===== config.mk =====
export PLATFORM = sky130hd
export DESIGN_NAME = scancode_to_ascii_translator_unit
export DESIGN_NICKNAME = d
export VERILOG_FILES = /design/src/rtl/core/scascii_pkg.sv /design/src/rtl/core/scancode_to_ascii_translator_unit.sv
export SDC_FILE = /design/constraint.sdc
export NUM_CORES = 1
export LEC_CHECK = 0
export BUFFER_PORTS_ARGS = -buffer_cell sky130_fd_sc_hd__buf_2
export CAP_MARGIN = 20
export CORE_UTILIZATION = 45
export CTS_CLUSTER_DIAMETER = 100
export DETAILED_ROUTE_END_ITERATION = 6
export GPL_ROUTABILITY_DRIVEN = 0
export PLACE_DENSITY = 0.59
export REMOVE_ABC_BUFFERS = 1
export SETUP_SLACK_MARGIN = 0.1
export SYNTH_ARGS = -nofsm -noshare
export SYNTH_HDL_FRONTEND = slang
export SYNTH_SLANG_ARGS = --single-unit
export TNS_END_PERCENT = 10

===== constraint.sdc =====
create_clock -name clk -period 3.5 [get_ports clk]
set_clock_uncertainty 0.1 [all_clocks]
set_input_delay 0.7 -clock clk [delete_from_list [all_inputs] [get_ports clk]]
set_output_delay 0.7 -clock clk [all_outputs]
set_load 0.02 [all_outputs]

===== src/rtl/core/scascii_pkg.sv =====
// ----------------------------------------------------------------------------
// scascii_pkg
// Shared types, constants and key tables for the scan-code translator.
// ----------------------------------------------------------------------------
package scascii_pkg;

    localparam int SCANCODE_W = 8;
    localparam int KEY_CODE_W = 9;
    localparam int LED_W      = 3;

    typedef logic [SCANCODE_W-1:0] scancode_t;
    typedef logic [KEY_CODE_W-1:0] key_code_t;
    typedef logic [LED_W-1:0]      led_t;
    typedef logic [6:0]            make_t;

    localparam key_code_t KEY_NONE = 9'd0;
    localparam key_code_t KEY_BASE = 9'd300;
    localparam key_code_t KEY_BS   = 9'd301;
    localparam key_code_t KEY_EN   = 9'd302;
    localparam key_code_t KEY_F1   = 9'd303;
    localparam key_code_t KEY_TAB  = 9'd313;

    localparam led_t LED_CAPS   = 3'd4;
    localparam led_t LED_NUM    = 3'd2;
    localparam led_t LED_SCROLL = 3'd1;
    localparam led_t LED_RESET  = LED_NUM;

    localparam scancode_t SC_CAPS_LOCK   = 8'd58;
    localparam scancode_t SC_NUM_LOCK    = 8'd69;
    localparam scancode_t SC_SCROLL_LOCK = 8'd70;
    localparam scancode_t SC_LSHIFT_MAKE = 8'h2a;
    localparam scancode_t SC_RSHIFT_MAKE = 8'h36;
    localparam scancode_t SC_LSHIFT_BRK  = 8'haa;
    localparam scancode_t SC_RSHIFT_BRK  = 8'hb6;

    typedef struct packed {
        key_code_t plain;
        key_code_t shifted;
    } key_pair_t;

    function automatic key_pair_t kp(input logic [7:0] p, input logic [7:0] s);
        key_pair_t r;
        r.plain   = {1'b0, p};
        r.shifted = {1'b0, s};
        return r;
    endfunction

    function automatic key_pair_t kk(input key_code_t k);
        key_pair_t r;
        r.plain   = k;
        r.shifted = k;
        return r;
    endfunction

    function automatic key_code_t key_lookup(input make_t code, input logic shift);
        key_pair_t e;
        unique case (code)
            7'd2:    e = kp("1", "!");
            7'd3:    e = kp("2", "@");
            7'd4:    e = kp("3", "#");
            7'd5:    e = kp("4", "$");
            7'd6:    e = kp("5", "%");
            7'd7:    e = kp("6", "^");
            7'd8:    e = kp("7", "&");
            7'd9:    e = kp("8", "*");
            7'd10:   e = kp("9", "(");
            7'd11:   e = kp("0", ")");
            7'd13:   e = kp("=", "+");
            7'd14:   e = kk(KEY_BS);
            7'd15:   e = kk(KEY_TAB);
            7'd16:   e = kp("q", "Q");
            7'd17:   e = kp("w", "W");
            7'd18:   e = kp("e", "E");
            7'd19:   e = kp("r", "R");
            7'd20:   e = kp("t", "T");
            7'd21:   e = kp("y", "Y");
            7'd22:   e = kp("u", "U");
            7'd23:   e = kp("i", "I");
            7'd24:   e = kp("o", "O");
            7'd25:   e = kp("p", "P");
            7'd26:   e = kp("[", "{");
            7'd27:   e = kp("]", "}");
            7'd28:   e = kk(KEY_EN);
            7'd30:   e = kp("a", "A");
            7'd31:   e = kp("s", "S");
            7'd32:   e = kp("d", "D");
            7'd33:   e = kp("f", "F");
            7'd34:   e = kp("g", "G");
            7'd35:   e = kp("h", "H");
            7'd36:   e = kp("j", "J");
            7'd37:   e = kp("k", "K");
            7'd38:   e = kp("l", "L");
            7'd43:   e = kp(8'h5c, "|");
            7'd44:   e = kp("z", "Z");
            7'd45:   e = kp("x", "X");
            7'd46:   e = kp("c", "C");
            7'd47:   e = kp("v", "V");
            7'd48:   e = kp("b", "B");
            7'd49:   e = kp("n", "N");
            7'd50:   e = kp("m", "M");
            7'd53:   e = kp("/", "?");
            7'd57:   e = kp(" ", " ");
            7'd59:   e = kk(KEY_F1);
            7'd60:   e = kk(KEY_F1 + 9'd1);
            7'd61:   e = kk(KEY_F1 + 9'd2);
            7'd62:   e = kk(KEY_F1 + 9'd3);
            7'd63:   e = kk(KEY_F1 + 9'd4);
            7'd64:   e = kk(KEY_F1 + 9'd5);
            7'd65:   e = kk(KEY_F1 + 9'd6);
            7'd66:   e = kk(KEY_F1 + 9'd7);
            7'd67:   e = kk(KEY_F1 + 9'd8);
            7'd68:   e = kk(KEY_F1 + 9'd9);
            7'd122:  e = kp("/", "/");
            default: e = kk(KEY_NONE);
        endcase
        return shift ? e.shifted : e.plain;
    endfunction

endpackage


===== src/rtl/core/scancode_to_ascii_translator_unit.sv =====
// ----------------------------------------------------------------------------
// scancode_to_ascii_translator_unit
// Set 1 scan-code translator with shift tracking and lock LED state.
// ----------------------------------------------------------------------------
// Path: each accepted input beat goes to the input register, then the result register.
// Throughput: one beat per cycle while out_stall is low, set by the single
// lookup stage between the input register and the result register.
// Reset: shift keys released, lock LEDs at num lock on, both stages empty.
// ----------------------------------------------------------------------------
module scancode_to_ascii_translator_unit (
    input  logic                        clk,
    input  logic                        rst_n,
    input  logic                        in_valid,
    output logic                        in_stall,
    input  scascii_pkg::scancode_t      scancode,
    output logic                        out_valid,
    input  logic                        out_stall,
    output scascii_pkg::key_code_t      key_code,
    output scascii_pkg::led_t           led_bits,
    output logic                        led_update
);
    import scascii_pkg::*;

    logic      s1_valid_reg;
    scancode_t code_reg;
    logic      out_valid_reg;
    key_code_t key_code_reg;
    led_t      leds_reg;
    logic      update_reg;
    logic      lshift_reg;
    logic      rshift_reg;

    logic      s2_free;
    logic      advance;
    logic      in_take;
    led_t      leds_next;
    logic      update_next;
    logic      lshift_next;
    logic      rshift_next;
    key_code_t key_code_next;

    assign s2_free  = !out_valid_reg || !out_stall;
    assign advance  = s1_valid_reg && s2_free;
    assign in_stall = s1_valid_reg && !s2_free;
    assign in_take  = in_valid && !in_stall;

    always_comb
    begin
        leds_next   = leds_reg;
        update_next = 1'b0;
        priority if (code_reg == SC_CAPS_LOCK)
        begin
            leds_next   = leds_reg ^ LED_CAPS;
            update_next = 1'b1;
        end
        else if (code_reg == SC_NUM_LOCK)
        begin
            leds_next   = leds_reg ^ LED_NUM;
            update_next = 1'b1;
        end
        else if (code_reg == SC_SCROLL_LOCK)
        begin
            leds_next   = leds_reg ^ LED_SCROLL;
            update_next = 1'b1;
        end
        else
        begin
            leds_next = leds_reg;
        end

        lshift_next = lshift_reg;
        rshift_next = rshift_reg;
        priority if (code_reg == SC_LSHIFT_MAKE)
            lshift_next = 1'b1;
        else if (code_reg == SC_RSHIFT_MAKE)
            rshift_next = 1'b1;
        else if (code_reg == SC_LSHIFT_BRK)
            lshift_next = 1'b0;
        else if (code_reg == SC_RSHIFT_BRK)
            rshift_next = 1'b0;
        else
            lshift_next = lshift_reg;

        if (code_reg[7])
            key_code_next = KEY_NONE;
        else
            key_code_next = key_lookup(code_reg[6:0], lshift_next || rshift_next);
    end

    // hold the input beat until the result stage frees up
    always_ff @(posedge clk or negedge rst_n)
    begin
        if (!rst_n)
        begin
            s1_valid_reg <= 1'b0;
        end
        else if (in_take)
        begin
            s1_valid_reg <= 1'b1;
        end
        else if (advance)
        begin
            s1_valid_reg <= 1'b0;
        end
    end

    always_ff @(posedge clk)
    begin
        if (in_take)
        begin
            code_reg <= scancode;
        end
    end

    // advance key state and the result together
    always_ff @(posedge clk or negedge rst_n)
    begin
        if (!rst_n)
        begin
            out_valid_reg <= 1'b0;
            leds_reg      <= LED_RESET;
            lshift_reg    <= 1'b0;
            rshift_reg    <= 1'b0;
        end
        else
        begin
            if (s2_free)
            begin
                out_valid_reg <= s1_valid_reg;
            end
            if (advance)
            begin
                leds_reg   <= leds_next;
                lshift_reg <= lshift_next;
                rshift_reg <= rshift_next;
            end
        end
    end

    always_ff @(posedge clk)
    begin
        if (advance)
        begin
            key_code_reg <= key_code_next;
            update_reg   <= update_next;
        end
    end

    assign out_valid  = out_valid_reg;
    assign key_code   = key_code_reg;
    assign led_bits   = leds_reg;
    assign led_update = update_reg;

    a_lock_no_key : assert property (@(posedge clk) disable iff (!rst_n)
        out_valid_reg && update_reg |-> key_code_reg == KEY_NONE)
        else $error("lock key beat carries a key code");

    a_lock_toggles : assert property (@(posedge clk) disable iff (!rst_n)
        advance && update_next |=> leds_reg != $past(leds_reg))
        else $error("lock key beat left the LEDs unchanged");

    a_leds_steady : assert property (@(posedge clk) disable iff (!rst_n)
        !advance |=> $stable(leds_reg) && $stable(lshift_reg) && $stable(rshift_reg))
        else $error("key state moved without a beat");

    a_stall_full : assert property (@(posedge clk) disable iff (!rst_n)
        in_stall |-> s1_valid_reg && out_valid_reg)
        else $error("input stalled with a free stage");

endmodule

# == Yosys cells after proc, flatten, opt, wreduce, memory -nomap -nowiden ==
# Memory sizes are Yosys's and may differ from the RTL's. A register that Yosys moved wholly into a read port is not among the register bits.
# Cells that the tools add are included.
# word_totals
register_bits,25
romBits,2048
input_bits,12
out_inout_bits,15
elab_cells,52
memories,1
# mem_list
memory,words,word_bits,rd,rd_ports_with_merged_regs,write_ports,line_no,rtl
(name not given),128,16,1,1,0,scascii_pkg.sv:57,unique case (code)
# op_classes
n_eq_ne,7
muxes,15
n_bitwise,5
n_reduce_logical,14
# op_table
cell,count
"== test 8 x 6 -> 1 bit, second input constant",3
"== test 8 x 7 -> 1 bit, second input constant",2
"== test 8 bit, second input constant",2
2-to-1 mux 1 bit,11
2-to-1 mux 9 bit,1
2-to-1 mux 7 bit,1
NOT 1 bit,5
zero test 1 bit,4
AND reduction 4 bit,1
logical AND 1 bit,3
2-to-1 mux 3 bit,1
AND reduction 3 bit,1
logical OR 1 bit,2
2-to-1 mux 2 bit,1
AND reduction 2 bit,1
nonzero test 2 bit,1
OR reduction 2 bit,1

# == Logic depth before layout (Yosys ltp) ==
# logic_depth
depth_word,7
ltp_mapped,13
ltp_nobuf,11

# == Least setup slack after synthesis ==
# OpenSTA, ideal clock, no wires.
# synth_path
path_type,in2reg
from,in in_valid
to,reg (tool-made name)
setup_time_ps,128
t_arrival_ps,2684
t_required_ps,3272
setup_slack_ps,588
stages,11
path_buffers,1
cell_sequence,buf_4 -> nand2_1 -> o211ai_4 -> clkinv_1 -> ha_1 -> nand2_1 -> a211oi_1 -> a41oi_2 -> o21ai_1 -> nor4_1 -> o21ai_1
# synth_rtl
element,line_no,rtl
start: declaration,scancode_to_ascii_translator_unit.sv:13,"input logic in_valid,"

==> summary.txt <==
Run status
  – Status: completed

STA
  – Max transition margin: 0.459
  – Setup TNS: 0 ns
  – Final Setup Violations: 0
  – Hold Fails Final Rpt: 0
  – Fin. max-slew vios: 0
  – Min Clock Period, post-route: 2.90 ns
  – RSZ-0062 raised after global routing: no
  – Crit share post-route: 0.829
  – Tightest Pin Transition: 0.809 ns
  – Achievable clock frequency: 345 MHz

Routing
  – DRC violations left: 0
  – Initial DRC count: 325
  – Wire length per cell: 20.1 microns
  – Vias: 2888
  – DRT Wirelength: 8660 microns
  – Post-DRT Antenna Nets: 0
  – First-pass detailed-route iteration total: 5
  – Vias/cell: 6.69

Die
  – Die ar.: 7000 sq um
  – Std cell rows: 29
  – Starting Density: 0.470
  – Core area: 6390 sq um
  – Die Span Y: 83.7 microns
  – Die Wd: 83.7 microns
  – # IOs: 27

Setup path
  – Worst Reg-to-Reg Cells: 11
  – Most used cell, CP: a31oi_1
  – CP Data Arrival Time: 2.98 ns
  – Crit path max fanout: 23
  – Flop2flop setup slack: 0.63 ns
  – Setup CP Type: in2reg
  – Critical path launch point: in_valid
  – CP max-delay cell: or3_1
  – CP endpoint kind: flip-flop
  – Startpoint Class: input pin
  – CP cell instances: buf_2, nand2b_1, o211ai_4, inv_4, ha_1, buf_4, nand3_1, a31oi_1, o21bai_1, a31oi_1, or3_1
  – RR Startpoint: out_valid
  – Worst path required time: 3.58 ns
  – Critical Path Max Stage Delay: 0.35 ns

Layout
  – Synth-to-layout area growth: 8.55%
  – Fin cells: 432
  – Diode count: 0
  – Final #Nets: 374
  – Core Util, Final: 0.510
  – Share of cells above drive strength 1: 0.186
  – Design area: 3260 sq um

Synth
  – Xor and xnor fraction of the mapped netlist area: 0.0175
  – Sequential-to-total area share from yosys stat: 0.329
  – Synth unique cells: 76
  – Area leader, netlist: edfxtp_1
  – Asr flop ratio synth: 0.179
  – #FFs+latches synth: 39
  – Yosys top cell area share: 0.170
  – Post-Synth Adder-Cell Area: 0.0334
  – Ranking of synthesized cells by area: edfxtp_1 (17%), dfxtp_1 (10%), dfrtp_1 (5.0%)
  – Post-synth EDFFs: 17
  – Synthesized instance count: 336
  – Synth Flop Type: edfxtp_1
  – Simple logic cell fraction of the synthesized area: 0.231
  – Syn avg cell area: 8.93 sq um
  – Syn. warnings: 0
  – Post-synthesis compound-gate area fraction: 0.286
  – Mapped Area: 3000 sq um
  – Largest family of logic cells by synthesized area: compound AO/OA/AOI/OAI gates
  – Mux cell area share after synthesis: 0.0446

Place
  – Placed Area: 3140 sq um
  – Hpwl dp: 6160 microns
  – DP Cell Count: 424
  – Buffers on Ports: 25

Clocking
  – Num CTS Buffers: 5
  – CTS Root Cell: clkbuf_8
  – H-tree depth: 2
  – Clock buffer depth: 2
  – Clk sink count: 39
  – CTS tree: yes
  – CTS resizes: 0
  – Post-CTS setup buffer count: 0
  – Skew-Pair Late Insertion Delay: 0.30 ns
  – Clock slew at reported path FFs: 0.08 ns
  – Cts hold-fix bufs: 0

Power and ir drop
  – Switching power share of the total: 0.361
  – Leakage power: 1.24 nW
  – Reg power frac: 0.403
  – Comb power frac: 0.338
  – Cell Int Power: 913 uW
  – Final Total Pwr: 1.43 mW
  – Clock power share: 0.259
  – NetSw: 515 uW
  – VDD IR max: 0.247 mV
  – Pwr dens: 439 nW/um^2

Worst hold path
  – Hold Path Class: in2async

Global route
  – Overall Global Routing Usage: 0.255
  – First-pass GRT wire length: 14200 microns
  – Initial antenna violation count: 0
  – Vias in the first global route: 2661
  – Grt total ovfl: 0
  – Largest net degree at the start of global routing: 24

Job
  – Max-cap violations: 0
-- per-layer routing --
layer / wire, microns / GRT usage
met1: 3780 / 0.359
met2: 3710 / 0.371
met3: 821 / 0.0504
met4: 343 / 0.123
met5: 0 / 0
-- worst max-delay path: cells and delay by family --
family / cells / cell delay [ns]
AOI/OAI and AO/OA: 4 / 0.72
adders and majority gates: 1 / 0.20
buffers and inverters: 3 / 0.72
and+or+nand+nor: 3 / 0.63
-- synth_stat cells, drive strengths merged (2+ instances only) --
cell type / n
a2111oi: 5
a211o: 3
a211oi: 4
a21boi: 2
a21o: 3
a21oi: 21
a221oi: 2
a22o: 2
a311oi: 4
a31o: 3
a31oi: 12
a41oi: 2
and2: 3
and3: 3
buf: 14
clkbuf: 6
dfrtp: 6
dfxtp: 15
edfxtp: 17
ha: 8
inv: 10
mux2: 3
mux2i: 10
nand2: 28
nand2b: 10
nand3: 19
nand4: 7
nand4b: 3
nor2: 27
nor2b: 5
nor3: 12
nor3b: 2
nor4: 4
o2111ai: 2
o211a: 2
o211ai: 13
o21a: 2
o21ai: 18
o31ai: 4
xnor2: 2
xor2: 4
-- power by group through the flow --
stage | Combinational, mW | Clock, mW | Sequential [mW]
5_1_grt | 0.519 | 0.399 | 0.584
4_1_cts | 0.467 | 0.377 | 0.575
3_3_place_gp | 0.470 | 0 | 0.584
6_report | 0.483 | 0.370 | 0.575
2_1_floorplan | 0.315 | 0 | 0.596
3_5_place_dp | 0.465 | 0 | 0.585
-- layout by cell type (no fill, tap or decap), types with 3 or more instances in the layout --
cell type	netlist	final
nor3_1	10	10
nand2b_1	9	9
o211ai_4	3	3
a311oi_1	4	4
clkbuf_8	0	6
a211o_1	3	3
a21o_1	3	3
o211ai_1	9	9
a21oi_1	21	21
edfxtp_1	17	17
mux2i_1	10	10
ha_1	8	8
a31o_1	3	3
buf_4	6	6
and2_1	3	3
nand3_1	17	17
o31ai_1	4	4
nor2b_1	5	5
inv_1	7	7
nor4_1	4	4
o21ai_0	10	10
nor2_1	24	24
dfrtp_1	6	6
a211oi_1	4	4
nand4b_1	3	3
nand2_1	26	26
dfxtp_1	15	15
mux2_2	3	3
a2111oi_0	3	3
o21ai_1	7	7
and3_1	3	3
nand4_1	7	7
xor2_1	4	4
buf_2	5	25
a31oi_1	12	12
-- cell families (layout without fill, tap and decap cells) --
family | Yosys count | in the layout
AO/OA/AOI/OAI | 111 | 111
XOR/XNOR | 6 | 6
adder cells (fa/ha/maj) | 8 | 8
buffers and inverters | 31 | 50
flip-flops | 39 | 39
multiplexers | 13 | 13
other | 1 | 1
AND/OR/NAND/NOR | 127 | 127
-- cell type report --
cell class	count	area (sq um)
Fill cell	598	3130
Multi-Input combinational cell	266	1840
Sequential cell	39	987
Timing Repair Buffer	31	170
Clock buffer	7	108
Tap cell	77	96.3
Inverter	11	46.3
Clock inverter	1	5.00
-- stage by stage --
| step | hold slack [ns] | setup slack, ns |
|---|---|---|
| finish | 0.118 | 0.598 |
| global route | 0.123 | 0.367 |
| CTS | 0.123 | 0.677 |
| detailed placement | 0.358 | 0.368 |
| global placement | 0.352 | 0.331 |
| floorplan | 0.304 | 0.492 |
-- worst max path at each step --
stage                      to  slack (ns)  cells past startpoint
global route        flip-flop        0.37                      9
global placement    flip-flop        0.33                     11
detailed placement  flip-flop        0.37                     11
floorplan           flip-flop        0.49                     11
CTS                 flip-flop        0.68                     11
finish              flip-flop        0.60                     11
No activity file was read; power rests on OpenSTA's default activity.
